$ cat config.mk
export PLATFORM = sky130hd
export DESIGN_NAME = arp_request_responder_unit
export DESIGN_NICKNAME = d
export VERILOG_FILES = /design/src/arr_pkg.sv /design/src/arp_request_responder_unit.sv /design/src/arr_front.sv /design/src/arr_jobq.sv /design/src/arr_back.sv
export SDC_FILE = /design/constraint.sdc
export NUM_CORES = 1
export LEC_CHECK = 0
export BUFFER_PORTS_ARGS = -buffer_cell sky130_fd_sc_hd__clkbuf_2
export CAP_MARGIN = 5
export CORE_ASPECT_RATIO = 0.75
export CORE_MARGIN = 2
export CORE_UTILIZATION = 55
export CTS_BUF_LIST = sky130_fd_sc_hd__clkbuf_8
export DETAILED_ROUTE_END_ITERATION = 10
export GPL_TIMING_DRIVEN = 0
export PLACE_DENSITY = 0.77
export SYNTH_ARGS = -nofsm -noshare
export SYNTH_HDL_FRONTEND = slang
export SYNTH_SLANG_ARGS = --single-unit
$ cat constraint.sdc
create_clock -name clk_i -period 6.33 [get_ports clk_i]
set_input_delay 0.3165 -clock clk_i [delete_from_list [all_inputs] [get_ports clk_i]]
set_output_delay 0.3165 -clock clk_i [all_outputs]
set_load 0.005 [all_outputs]
$ cat src/arr_pkg.sv
// Package for the ARP request responder: shared types and constants.
// No dependencies; imported by every module of the block.
`default_nettype none

package arr_pkg;

  // Frame layout seen by the parser
  localparam int unsigned HDR_BYTES = 14;
  localparam int unsigned ARP_BYTES = 28;
  localparam int unsigned CHECK_LEN = HDR_BYTES + ARP_BYTES;
  localparam logic [7:0]  PAD_BYTE  = 8'h00;

  localparam int unsigned POS_W = 6;

  // Configuration port
  localparam int unsigned CFG_IDX_W  = 4;
  localparam int unsigned CFG_DATA_W = 48;
  localparam logic [CFG_IDX_W-1:0] REG_STATION_MAC = CFG_IDX_W'(0);
  localparam logic [CFG_IDX_W-1:0] REG_STATION_IP  = CFG_IDX_W'(1);

  // One pending reply: the requester addresses captured from the request
  typedef struct packed {
    logic [47:0] hw_addr;
    logic [31:0] proto_addr;
  } job_t;

endpackage

`default_nettype wire

$ cat src/arp_request_responder_unit.sv
// ARP request responder, top level: config registers, parser, job queue, emitter.
// Depends on arr_pkg, arr_front, arr_jobq and arr_back.
//
// Usage:
// - Input channel (push/full): one received Ethernet word per accepted push,
//   starting at the destination MAC, frame_end_i high on the final word.
//   Words are taken at one per cycle while full is low.
// - Result channel (empty/pop): the oldest reply word sits on reply_byte_o and
//   reply_last_o while empty is low; pop takes it. Each reply is REPLY_BYTES
//   words, reply_last_o high on the final one.
// - Config port: cfg_we_i writes cfg_data_i to register cfg_idx_i
//   (0 = station MAC, 1 = station IP) at once; other indexes are dropped.
// Latency: with no reply pending, the first reply word is visible the cycle
//   after the final request word is accepted. Throughput: one input word per
//   cycle, one reply word per cycle; a reply holds the emitter REPLY_BYTES pops.
// Stall: a two-entry job queue parts parser and emitter. While the receiver
//   holds pop low, the parser keeps taking words until two replies are pending
//   (the older one possibly part sent); full then holds every input word until
//   the emitter hands out the last word of the older reply.
// Reset: clears the station registers, parser position, queue and emitter.
`default_nettype none

module arp_request_responder_unit #(
  parameter int unsigned REPLY_BYTES = 60
) (
  input  wire logic                            clk_i,
  input  wire logic                            rst_ni,
  // request words
  input  wire logic                            push,
  output logic                                 full,
  input  wire logic [7:0]                      frame_byte_i,
  input  wire logic                            frame_end_i,
  // reply words
  output logic                                 empty,
  input  wire logic                            pop,
  output logic [7:0]                           reply_byte_o,
  output logic                                 reply_last_o,
  // configuration
  input  wire logic                            cfg_we_i,
  input  wire logic [arr_pkg::CFG_IDX_W-1:0]   cfg_idx_i,
  input  wire logic [arr_pkg::CFG_DATA_W-1:0]  cfg_data_i
);
  import arr_pkg::*;

  localparam int unsigned JOB_DEPTH = 2;

  logic [47:0] station_mac_q;
  logic [31:0] station_ip_q;
  logic        accept;
  job_t        front_job, head_job;
  logic        front_push, job_done;

  // Station registers; write them only while the block is idle
  always_ff @(posedge clk_i or negedge rst_ni) begin
    if (!rst_ni) begin
      station_mac_q <= '0;
      station_ip_q  <= '0;
    end else if (cfg_we_i) begin
      case (cfg_idx_i)
        REG_STATION_MAC: station_mac_q <= cfg_data_i[47:0];
        REG_STATION_IP:  station_ip_q  <= cfg_data_i[31:0];
        default: ;
      endcase
    end
  end

  assign accept = push && !full;

  arr_front u_front (
    .clk_i        (clk_i),
    .rst_ni       (rst_ni),
    .accept_i     (accept),
    .frame_byte_i (frame_byte_i),
    .frame_end_i  (frame_end_i),
    .station_ip_i (station_ip_q),
    .job_o        (front_job),
    .job_push_o   (front_push)
  );

  arr_jobq #(
    .DEPTH (JOB_DEPTH)
  ) u_jobq (
    .clk_i   (clk_i),
    .rst_ni  (rst_ni),
    .push_i  (front_push),
    .data_i  (front_job),
    .full_o  (full),
    .pop_i   (job_done),
    .data_o  (head_job),
    .empty_o (empty)
  );

  arr_back #(
    .REPLY_BYTES (REPLY_BYTES)
  ) u_back (
    .clk_i         (clk_i),
    .rst_ni        (rst_ni),
    .job_i         (head_job),
    .job_empty_i   (empty),
    .pop_i         (pop),
    .station_mac_i (station_mac_q),
    .station_ip_i  (station_ip_q),
    .reply_byte_o  (reply_byte_o),
    .reply_last_o  (reply_last_o),
    .job_done_o    (job_done)
  );

endmodule

`default_nettype wire

$ cat src/arr_front.sv
// Front end: counts and checks incoming request bytes, captures the requester.
// Depends on arr_pkg; feeds reply jobs into arr_jobq.
`default_nettype none

module arr_front (
  input  wire logic         clk_i,
  input  wire logic         rst_ni,
  input  wire logic         accept_i,
  input  wire logic [7:0]   frame_byte_i,
  input  wire logic         frame_end_i,
  input  wire logic [31:0]  station_ip_i,
  output arr_pkg::job_t     job_o,
  output logic              job_push_o
);
  import arr_pkg::*;

  localparam logic [POS_W-1:0] SHA_POS = POS_W'(22);
  localparam logic [POS_W-1:0] SPA_POS = POS_W'(28);
  localparam logic [POS_W-1:0] SPA_END = POS_W'(32);
  localparam logic [POS_W-1:0] TPA_POS = POS_W'(38);
  localparam logic [POS_W-1:0] END_POS = POS_W'(CHECK_LEN);

  logic [POS_W-1:0] pos_q, pos_d;
  logic             rej_q, rej_d;
  logic [47:0]      hw_q, hw_d;
  logic [31:0]      ip_q, ip_d;
  logic             ok;
  logic [1:0]       tpa_k;
  logic [31:0]      ip_shift;

  assign tpa_k    = 2'(pos_q - TPA_POS);
  assign ip_shift = station_ip_i >> (5'd8 * (5'd3 - {3'd0, tpa_k}));

  // Checks: fixed ethertype/htype/ptype/hlen/plen/request opcode, target IP
  always_comb begin
    ok = 1'b1;
    case (pos_q)
      POS_W'(12): ok = (frame_byte_i == 8'h08);
      POS_W'(13): ok = (frame_byte_i == 8'h06);
      POS_W'(14): ok = (frame_byte_i == 8'h00);
      POS_W'(15): ok = (frame_byte_i == 8'h01);
      POS_W'(16): ok = (frame_byte_i == 8'h08);
      POS_W'(17): ok = (frame_byte_i == 8'h00);
      POS_W'(18): ok = (frame_byte_i == 8'h06);
      POS_W'(19): ok = (frame_byte_i == 8'h04);
      POS_W'(20): ok = (frame_byte_i == 8'h00);
      POS_W'(21): ok = (frame_byte_i == 8'h01);
      default: begin
        if (pos_q >= TPA_POS && pos_q < END_POS) begin
          ok = (frame_byte_i == ip_shift[7:0]);
        end
      end
    endcase
  end

  always_comb begin
    pos_d      = pos_q;
    rej_d      = rej_q;
    hw_d       = hw_q;
    ip_d       = ip_q;
    job_push_o = 1'b0;
    if (accept_i) begin
      if (pos_q < END_POS) begin
        if (!ok) begin
          rej_d = 1'b1;
        end
        if (pos_q >= SHA_POS && pos_q < SPA_POS) begin
          hw_d = {hw_q[39:0], frame_byte_i};
        end else if (pos_q >= SPA_POS && pos_q < SPA_END) begin
          ip_d = {ip_q[23:0], frame_byte_i};
        end
        pos_d = pos_q + POS_W'(1);
      end
      if (frame_end_i) begin
        job_push_o = (pos_d == END_POS) && !rej_d;
        pos_d      = '0;
        rej_d      = 1'b0;
      end
    end
  end

  assign job_o.hw_addr    = hw_d;
  assign job_o.proto_addr = ip_d;

  always_ff @(posedge clk_i or negedge rst_ni) begin
    if (!rst_ni) begin
      pos_q <= '0;
      rej_q <= 1'b0;
    end else begin
      pos_q <= pos_d;
      rej_q <= rej_d;
    end
  end

  always_ff @(posedge clk_i) begin
    hw_q <= hw_d;
    ip_q <= ip_d;
  end

endmodule

`default_nettype wire

$ cat src/arr_jobq.sv
// Short queue of pending reply jobs between the parser and the reply emitter.
// Depends on arr_pkg for the job type.
`default_nettype none

module arr_jobq #(
  parameter int unsigned DEPTH = 2
) (
  input  wire logic     clk_i,
  input  wire logic     rst_ni,
  input  wire logic     push_i,
  input  arr_pkg::job_t data_i,
  output logic          full_o,
  input  wire logic     pop_i,
  output arr_pkg::job_t data_o,
  output logic          empty_o
);
  import arr_pkg::*;

  localparam int unsigned PTR_W = (DEPTH > 1) ? $clog2(DEPTH) : 1;
  localparam int unsigned CNT_W = $clog2(DEPTH + 1);
  localparam logic [PTR_W-1:0] LAST_PTR = PTR_W'(DEPTH - 1);

  job_t             mem_q [DEPTH];
  logic [PTR_W-1:0] wptr_q, rptr_q;
  logic [CNT_W-1:0] cnt_q;
  logic             do_push, do_pop;

  assign full_o  = (cnt_q == CNT_W'(DEPTH));
  assign empty_o = (cnt_q == '0);
  assign data_o  = mem_q[rptr_q];
  assign do_push = push_i && !full_o;
  assign do_pop  = pop_i && !empty_o;

  always_ff @(posedge clk_i or negedge rst_ni) begin
    if (!rst_ni) begin
      wptr_q <= '0;
      rptr_q <= '0;
      cnt_q  <= '0;
    end else begin
      if (do_push) begin
        wptr_q <= (wptr_q == LAST_PTR) ? '0 : wptr_q + PTR_W'(1);
      end
      if (do_pop) begin
        rptr_q <= (rptr_q == LAST_PTR) ? '0 : rptr_q + PTR_W'(1);
      end
      if (do_push && !do_pop) begin
        cnt_q <= cnt_q + CNT_W'(1);
      end else if (do_pop && !do_push) begin
        cnt_q <= cnt_q - CNT_W'(1);
      end
    end
  end

  always_ff @(posedge clk_i) begin
    if (do_push) begin
      mem_q[wptr_q] <= data_i;
    end
  end

endmodule

`default_nettype wire

$ cat src/arr_back.sv
// Reply emitter: walks the reply frame of the oldest pending job, one word per pop.
// Depends on arr_pkg; reads the head of arr_jobq.
`default_nettype none

module arr_back #(
  parameter int unsigned REPLY_BYTES = 60
) (
  input  wire logic        clk_i,
  input  wire logic        rst_ni,
  input  arr_pkg::job_t    job_i,
  input  wire logic        job_empty_i,
  input  wire logic        pop_i,
  input  wire logic [47:0] station_mac_i,
  input  wire logic [31:0] station_ip_i,
  output logic [7:0]       reply_byte_o,
  output logic             reply_last_o,
  output logic             job_done_o
);
  import arr_pkg::*;

  localparam int unsigned IDX_W = $clog2(REPLY_BYTES);
  localparam logic [IDX_W-1:0] LAST_IDX = IDX_W'(REPLY_BYTES - 1);

  logic [IDX_W-1:0] idx_q;
  logic [7:0]       i;

  function automatic logic [7:0] mac_byte(logic [47:0] mac, logic [7:0] k);
    logic [47:0] s;
    s = mac >> (8'd8 * (8'd5 - k));
    return s[7:0];
  endfunction

  function automatic logic [7:0] ip_byte(logic [31:0] ip, logic [7:0] k);
    logic [31:0] s;
    s = ip >> (8'd8 * (8'd3 - k));
    return s[7:0];
  endfunction

  // ARP reply constants: ethertype, htype, ptype, hlen, plen, reply opcode
  function automatic logic [7:0] fixed_byte(logic [7:0] k);
    logic [7:0] r;
    case (k)
      8'd0:    r = 8'h08;
      8'd1:    r = 8'h06;
      8'd2:    r = 8'h00;
      8'd3:    r = 8'h01;
      8'd4:    r = 8'h08;
      8'd5:    r = 8'h00;
      8'd6:    r = 8'h06;
      8'd7:    r = 8'h04;
      8'd8:    r = 8'h00;
      8'd9:    r = 8'h02;
      default: r = 8'h00;
    endcase
    return r;
  endfunction

  assign i = 8'(idx_q);

  always_comb begin
    if (i < 8'd6) begin
      reply_byte_o = mac_byte(job_i.hw_addr, i);
    end else if (i < 8'd12) begin
      reply_byte_o = mac_byte(station_mac_i, i - 8'd6);
    end else if (i < 8'd22) begin
      reply_byte_o = fixed_byte(i - 8'd12);
    end else if (i < 8'd28) begin
      reply_byte_o = mac_byte(station_mac_i, i - 8'd22);
    end else if (i < 8'd32) begin
      reply_byte_o = ip_byte(station_ip_i, i - 8'd28);
    end else if (i < 8'd38) begin
      reply_byte_o = mac_byte(job_i.hw_addr, i - 8'd32);
    end else if (i < 8'd42) begin
      reply_byte_o = ip_byte(job_i.proto_addr, i - 8'd38);
    end else begin
      reply_byte_o = PAD_BYTE;
    end
  end

  assign reply_last_o = (idx_q == LAST_IDX);
  assign job_done_o   = pop_i && !job_empty_i && reply_last_o;

  always_ff @(posedge clk_i or negedge rst_ni) begin
    if (!rst_ni) begin
      idx_q <= '0;
    end else if (pop_i && !job_empty_i) begin
      idx_q <= reply_last_o ? '0 : idx_q + IDX_W'(1);
    end
  end

endmodule

`default_nettype wire
## Word level (Yosys, flattened, before mapping)

Memories as Yosys holds them, arrays and structs flattened.
Index checks and enable logic that the tools add are counted.

| word-level totals | value |
|---|---|
| memories | 2 |
| bits in writable memories | 160 |
| output and inout port bits | 11 |
| input bits | 66 |
| logic and storage cells | 131 |
| register bits after elaboration | 177 |
| memory bits (read-only) | 64 |

| operators by class | value |
|---|---|
| equal/unequal tests | 19 |
| multiplexer cells | 33 |
| $lt $le $gt $ge | 13 |
| reductions and logical operators | 27 |
| add/sub/neg operators | 20 |
| shift operators | 7 |

Memory list:

| name | words | bits a word | rd ports | clocked after Yosys merged registers in | write ports | RTL line | source |
|---|---|---|---|---|---|---|---|
| u_jobq.mem_q | 2 | 80 | 1 | 0 | 1 | arr_jobq.sv:23 | `job_t mem_q [DEPTH];` |
| (name not given) | 16 | 4 | 1 | 0 | 0 | arr_back.sv:42 | `case (k)` |

Operators with widths:

| kind | number |
|---|---|
| >> shifter 48 x 8 -> 8 bit | 4 |
| 2-to-1 mux 48 bit | 3 |
| 2-to-1 mux 32 bit | 4 |
| 2-to-1 mux 8 bit | 8 |
| >> shifter 32 x 8 -> 8 bit | 2 |
| equality test 6 x 5 -> 1 bit, second input constant | 6 |
| >> shifter 32 x 5 -> 8 bit | 1 |
| less-than comparator 6 bit, second input constant | 5 |
| equality test 6 x 4 -> 1 bit, second input constant | 4 |
| 2-to-1 mux 6 bit | 4 |
| subtractor 3 x 5 -> 5 bit, first input constant | 4 |
| less-than comparator 6 x 5 -> 1 bit, second input constant | 3 |
| equality test 8 x 3 -> 1 bit, second input constant | 2 |
| adder 6 x 1 -> 6 bit, second input constant | 2 |
| equality test 6 bit, second input constant | 2 |
| greater-or-equal comparator 6 x 5 -> 1 bit, second input constant | 2 |
| logical AND 1 bit | 11 |
| 2-to-1 mux 1 bit | 11 |
| subtractor 2 x 5 -> 5 bit, first input constant | 2 |
| subtractor 5 x 3 -> 5 bit, second input constant | 2 |
| subtractor 5 bit, second input constant | 2 |
| equality test 8 x 1 -> 1 bit, second input constant | 1 |
| equality test 8 x 4 -> 1 bit, second input constant | 1 |
| equality test 8 bit | 1 |
| other kinds (22) | 32 |

## Depth between registers and ports, before layout

| depth | value |
|---|---|
| depth after elaboration | 18 |
| mapped depth | 12 |
| mapped depth without buffers | 11 |

## Cells and area by module

A second synthesis with hierarchy kept.

| second synthesis, totals | value |
|---|---|
| cell total of the unflattened synthesis | 1012 |
| area, all modules | 15468.6 um2 |

Modules (own cells, without submodules):

| module | times used | cells each | area each (um2) | sequential area each (um2) |
|---|---|---|---|---|
| arr_jobq | 1 | 268 | 6369.9 | 4904.7 |
| arr_front | 1 | 306 | 3713.6 | 1776.7 |
| arp_request_responder_unit | 1 | 173 | 3156.8 | 2001.9 |
| arr_back | 1 | 265 | 2228.4 | 150.1 |

## Least setup slack after synthesis

OpenSTA, ideal clock, no wires.

| path | value |
|---|---|
| kind | reg-to-reg |
| start point | register u_front.pos_q[0] |
| end point | memory u_jobq.mem_q[0][0] in the netlist's numbering, enable pin |
| setup slack | 727 ps |
| clock period less this slack | 5603 ps |
| data arrival time | 5084 ps |
| data required time | 5811 ps |
| cell stages (with the launch flop) | 9 |
| setup time | 519 ps |
| buffers on the path | 2 |
| cells stage by stage | dfrtp_1 buf_6 buf_8 mux4_2 xnor2_1 nand4_1 o221ai_2 nand3_2 nor2_1 |

| between the ends | value |
|---|---|
| word-level cells in the longest chain between the ends | 16 |
| elaborated cells on any way between the ends | 37 |
| those cells by class | add/sub (3); order compare (2); eq/ne (12); shift (1); mux (11); reduce/logical (8) |

Ends and longest elaborated chain:

| item | RTL line | source |
|---|---|---|
| start: declaration | arr_front.sv:23 | `logic [POS_W-1:0] pos_q, pos_d;` |
| start signal: assignment | arr_front.sv:90 | `pos_q <= pos_d;` |
| subtractor 2 bit | arr_front.sv:31 | `assign tpa_k = 2'(pos_q - TPA_POS);` |
| subtractor 2 bit | arr_front.sv:32 | `assign ip_shift = station_ip_i >> (5'd8 * (5'd3 - {3'd0, tpa_k}));` |
| >> shifter 32 x 5 -> 8 bit | arr_front.sv:32 |  |
| equality test 8 bit | arr_front.sv:50 | `ok = (frame_byte_i == ip_shift[7:0]);` |
| 2-to-1 mux 1 bit | arr_front.sv:49 | `if (pos_q >= TPA_POS && pos_q < END_POS) begin` |
| case mux 1 bit (5 select lines) | arr_front.sv:37 | `case (pos_q)` |
| 2-to-1 mux 1 bit | arr_front.sv:64 | `if (!ok) begin` |
| 2-to-1 mux 1 bit | arr_front.sv:63 | `if (pos_q < END_POS) begin` |
| 2-to-1 mux 1 bit | arr_front.sv:62 | `if (accept_i) begin` |
| zero test 1 bit | arr_front.sv:75 | `job_push_o = (pos_d == END_POS) && !rej_d;` |
| logical AND 1 bit (*) | arr_front.sv:75 |  |
| 2-to-1 mux 1 bit (*) | arr_front.sv:74 | `if (frame_end_i) begin` |
| 2-to-1 mux 1 bit (*) | arr_front.sv:62 |  |
| logical AND 1 bit (*) | arr_jobq.sv:31 | `assign do_push = push_i && !full_o;` |
| 2-to-1 mux 1 bit (*) | arr_jobq.sv:55 | `if (do_push) begin` |
| 2-to-1 mux 1 bit (not written as such) (*) | arr_jobq.sv:56 | `mem_q[wptr_q] <= data_i;` |
| end: declaration | arr_jobq.sv:23 |  |

Mark *: on every way between the ends. The rest lies on a longest branch, timed or not. The select of a mux whose other input is x is not followed.

## Worst setup path in the final report

| path | value |
|---|---|
| start point | register u_back.idx_q[2] |
| end point | output port reply_byte_o[3] |

| between the ends | value |
|---|---|
| word-level cells in the longest chain between the ends | 10 |
| elaborated cells on any way between the ends | 35 |
| those cells by class | add/sub (12); order compare (7); shift (6); mux (8); reduce/logical (1); memory (1) |

Ends and longest elaborated chain:

| item | RTL line | source |
|---|---|---|
| start: declaration | arr_back.sv:24 | `logic [IDX_W-1:0] idx_q;` |
| start signal: assignment | arr_back.sv:87 | `idx_q <= reply_last_o ? '0 : idx_q + IDX_W'(1);` |
| subtractor 5 x 3 -> 5 bit | arr_back.sv:64, arr_back.sv:74 |  |
| subtractor 2 x 5 -> 5 bit | arr_back.sv:35 | `s = ip >> (8'd8 * (8'd3 - k));` |
| >> shifter 32 x 8 -> 8 bit | arr_back.sv:35 |  |
| 2-to-1 mux 8 bit | arr_back.sv:73 | `end else if (i < 8'd42) begin` |
| 2-to-1 mux 8 bit | arr_back.sv:71 | `end else if (i < 8'd38) begin` |
| 2-to-1 mux 8 bit | arr_back.sv:69 | `end else if (i < 8'd32) begin` |
| 2-to-1 mux 8 bit | arr_back.sv:67 | `end else if (i < 8'd28) begin` |
| 2-to-1 mux 8 bit | arr_back.sv:65 | `end else if (i < 8'd22) begin` |
| 2-to-1 mux 8 bit | arr_back.sv:63 | `end else if (i < 8'd12) begin` |
| 2-to-1 mux 8 bit (*) | arr_back.sv:61 | `if (i < 8'd6) begin` |
| end: declaration | arp_request_responder_unit.sv:36 | `output logic [7:0] reply_byte_o,` |

Mark *: on every way between the ends. The rest lies on a longest branch, timed or not.

==> flow_summary.json <==
{
  "ant_nets": 0,
  "grt_setup_unrepaired": "false",
  "antenna_found_initial": 0,
  "dp_cells": 1348,
  "slew_headroom_pct": 38.3,
  "synth_warnings": 0,
  "worstSetupStartpointType": "register",
  "cts.clk_slew.worst_paths_ns": 0.06,
  "cts_hold_buf": 37,
  "fillCellCount": 1810,
  "skew_ns": 0.0378,
  "post-route-util_pct": 64.6,
  "synthCells": 922,
  "critPathMaxStageDelay_ns": 0.57,
  "die_h_um": 144,
  "outcome": "completed",
  "clock_latency_ns": 0.59,
  "place.gp.congestion": 0.909,
  "min_from": "cfg_data_i[17]",
  "cp-endpoint": "reply_byte_o[3]",
  "wirelength_mm": 33.0,
  "rrSetupSlack_ns": 2.68,
  "grt_max_degree": 54,
  "syn_nets": 1006,
  "wl_per_cell_um": 22.4,
  "cp-end-kind": "output port",
  "wl_met2_mm": 15.3,
  "synth_flop_cell": "edfxtp_1",
  "cp_max_fo": 12,
  "clock-sinks": 337,
  "grt_util_all_layers_pct": 24.7,
  "grt_pass1_vias": 8814,
  "rows": 51,
  "maxCapViolations": 0,
  "drcViolationCount": 0,
  "cts_root_buf": "clkbuf_8",
  "nets": 1176,
  "cp.required_ns": 6.01,
  "htreeDepth": 2,
  "synth_edf_count": 160,
  "drt-initial-drc-count": 722,
  "worstSetupPathType": "reg -> out",
  "worst_r2r_endpoint": "u_jobq.mem_q[1][29]",
  "synthDistinctLibCells": 64,
  "cts_buffers": 49,
  "netlist_area_um2": 14400,
  "power_density_nw_per_um2": 277,
  "vias": 8787,
  "io_buffers": 76,
  "hpwlAfterDp_mm": 22.8,
  "p_leak_uw": 0.00638,
  "drive_gt1_share_pct": 36.0,
  "grt_first_pass_wirelength_mm": 50.8,
  "critical_path.most_common_cell": "clkbuf_1",
  "start_util_pct": 55.8,
  "cp_slowest_cell": "clkbuf_1",
  "dieArea_um2": 27600,
  "instances_no_fill": 1475,
  "clk_path_buf_depth": 3,
  "clock.fmax_mhz": 217,
  "async_flop_share_pct": 28.8,
  "cts_resized": 0,
  "met1_length_mm": 14.8,
  "fin_crit_ns": 4.61,
  "max_slew.worst_pin.slew_ns": 0.917,
  "syn_avg_cell_area_um2": 15.6,
  "ys_ff_latch": 337,
  "tns_ns": 0,
  "route.met3.wl_mm": 2.15,
  "power_uw": 4630,
  "crit_arrival_ns": 4.29,
  "ys_seq_area_share_pct": 61.2,
  "area_delta_synth_final_pct": 15.8,
  "period_share_pct": 72.8,
  "cp_cell_sequence": "clkinv_1 > clkbuf_1 > ha_1 > buf_1 > clkbuf_1 > nand3_1 > o21ai_0 > a211oi_1 > or2_1 > a31oi_1 > clkbuf_2",
  "final_hold_viol_count": 0,
  "io_pins": 77,
  "core_area_um2": 25800,
  "top_layer_used": "met4",
  "hp-class": "in -> reg",
  "setup_viol": 0,
  "cts_tree": "yes",
  "viasPerCell": 5.96,
  "startpoint": "u_back.idx_q[2]",
  "drv_slew": 0,
  "r2r_start": "u_front.pos_q[0]",
  "drtPass1Iterations": 5,
  "ir_drop_v": 0.000230,
  "holdWs_ns": 0.0221,
  "die_w_um": 191,
  "grt_remaining_overflow": 0,
  "postCtsSetupBuffers": 0,
  "rr_worst_depth": 10
}
[report_power, final]
part | switching (uW) | internal (uW)
Sequential | 87.4 | 2400
Combinational | 224 | 256
Clock | 825 | 846
[metrics by stage]
| step | cell area, um2 | setup slack (ns) |
|---|---|---|
| final | 16700 | 1.72 |
| after global routing | 16700 | 1.48 |
| after CTS | 16700 | 1.73 |
| after detailed placement | 15400 | 2.38 |
| after global placement | 15200 | -1.59 |
| after floorplan | 14400 | 0.727 |
[worst min-delay path by stage]
stage | endpoint | depth (start not counted)
after floorplan | station_ip_q[0] | 0
after global routing | station_ip_q[6] | 2
final | station_mac_q[17] | 2
after global placement | u_front.hw_q[42] | 1
after detailed placement | station_mac_q[38] | 1
after CTS | station_ip_q[17] | 2
[critical path: cells and delay by family (launching register included)]
kind | cells | cell delay, ns
AO/OA/AOI/OAI | 3 | 0.54
buffers and inverters | 5 | 1.84
adder cells (fa/ha/maj) | 1 | 0.38
AND/OR/NAND/NOR | 2 | 0.39
flip-flops | 1 | 0.54
[state kept, by name (all words and copies together) (netlist names)]
signal         count
u_jobq.rptr_q      1
station_mac_q     48
u_front.hw_q      48
u_jobq.wptr_q      1
u_jobq.cnt_q       2
u_front.ip_q      32
u_front.pos_q      6
u_front.rej_q      1
u_jobq.mem_q     160
u_back.idx_q       6
station_ip_q      32
[synth_stat cells, drive strengths merged, types with 3 or more instances]
cell | count | area share, %
mux2i | 25 | 1.7
o221ai | 5 | 0.35
nand2b | 8 | 0.35
nor2 | 21 | 0.55
buf | 37 | 1.7
inv | 19 | 0.49
edfxtp | 160 | 33
xnor2 | 12 | 0.73
nand2 | 25 | 0.67
and2 | 7 | 0.30
nor2b | 7 | 0.30
ha | 18 | 1.6
nand4 | 4 | 0.17
o31ai | 4 | 0.21
a211oi | 4 | 0.21
nand3 | 16 | 0.59
a31oi | 7 | 0.30
dfrtp | 97 | 17
mux4 | 64 | 10
nor3 | 5 | 0.17
dfxtp | 80 | 11
a22oi | 4 | 0.21
xor2 | 6 | 0.36
or2 | 3 | 0.13
clkbuf | 14 | 0.36
a21o | 5 | 0.26
mux2 | 160 | 12
o22ai | 10 | 0.43
o21ai | 37 | 1.3
nand3b | 4 | 0.21
a21oi | 25 | 0.87
[cells by family (layout without fill, tap and decap cells)]
group / Yosys count / after routing / synth area share (%)
AND/OR/NAND/NOR: 115 / 115 / 4.28
XOR/XNOR: 18 / 18 / 1.09
AO/OA/AOI/OAI: 114 / 114 / 4.89
flip-flops: 337 / 337 / 61.2
other: 0 / 1 / 0
multiplexers: 249 / 249 / 24.4
buffers and inverters: 71 / 279 / 2.58
adder cells (fa/ha/maj): 18 / 18 / 1.56
[routing by layer]
layer | vias up | global-route usage (%)
met3 | 64 | 4.22
met2 | 325 | 38.0
li1 | 3891 | -
met1 | 4507 | 36.4
met4 | 0 | 7.47
met5 | - | 0
[final cells by class]
class | instances | area [um2] | area share, %
antenna | 1 | 2.50 | 0.0150
buffer | 51 | 298 | 1.78
clock buffer | 55 | 757 | 4.53
clock inverter | 34 | 185 | 1.11
inverter | 20 | 75.1 | 0.449
multi-input combinational | 514 | 5240 | 31.3
sequential | 337 | 8830 | 52.9
tap | 344 | 430 | 2.58
timing repair buffer | 119 | 888 | 5.32
[cells in the final DEF (no fill, tap or decap), types with 34 or more instances in the layout]
| master | instances |
|---|---|
| clkbuf_2 | 75 |
| clkbuf_8 | 55 |
| dfrtp_1 | 97 |
| dfxtp_1 | 80 |
| dlygate4sd3_1 | 37 |
| edfxtp_1 | 160 |
| inv_1 | 34 |
| mux2_2 | 160 |
| mux4_2 | 58 |
| o21ai_0 | 35 |
Power figures use the tool's default switching activity.
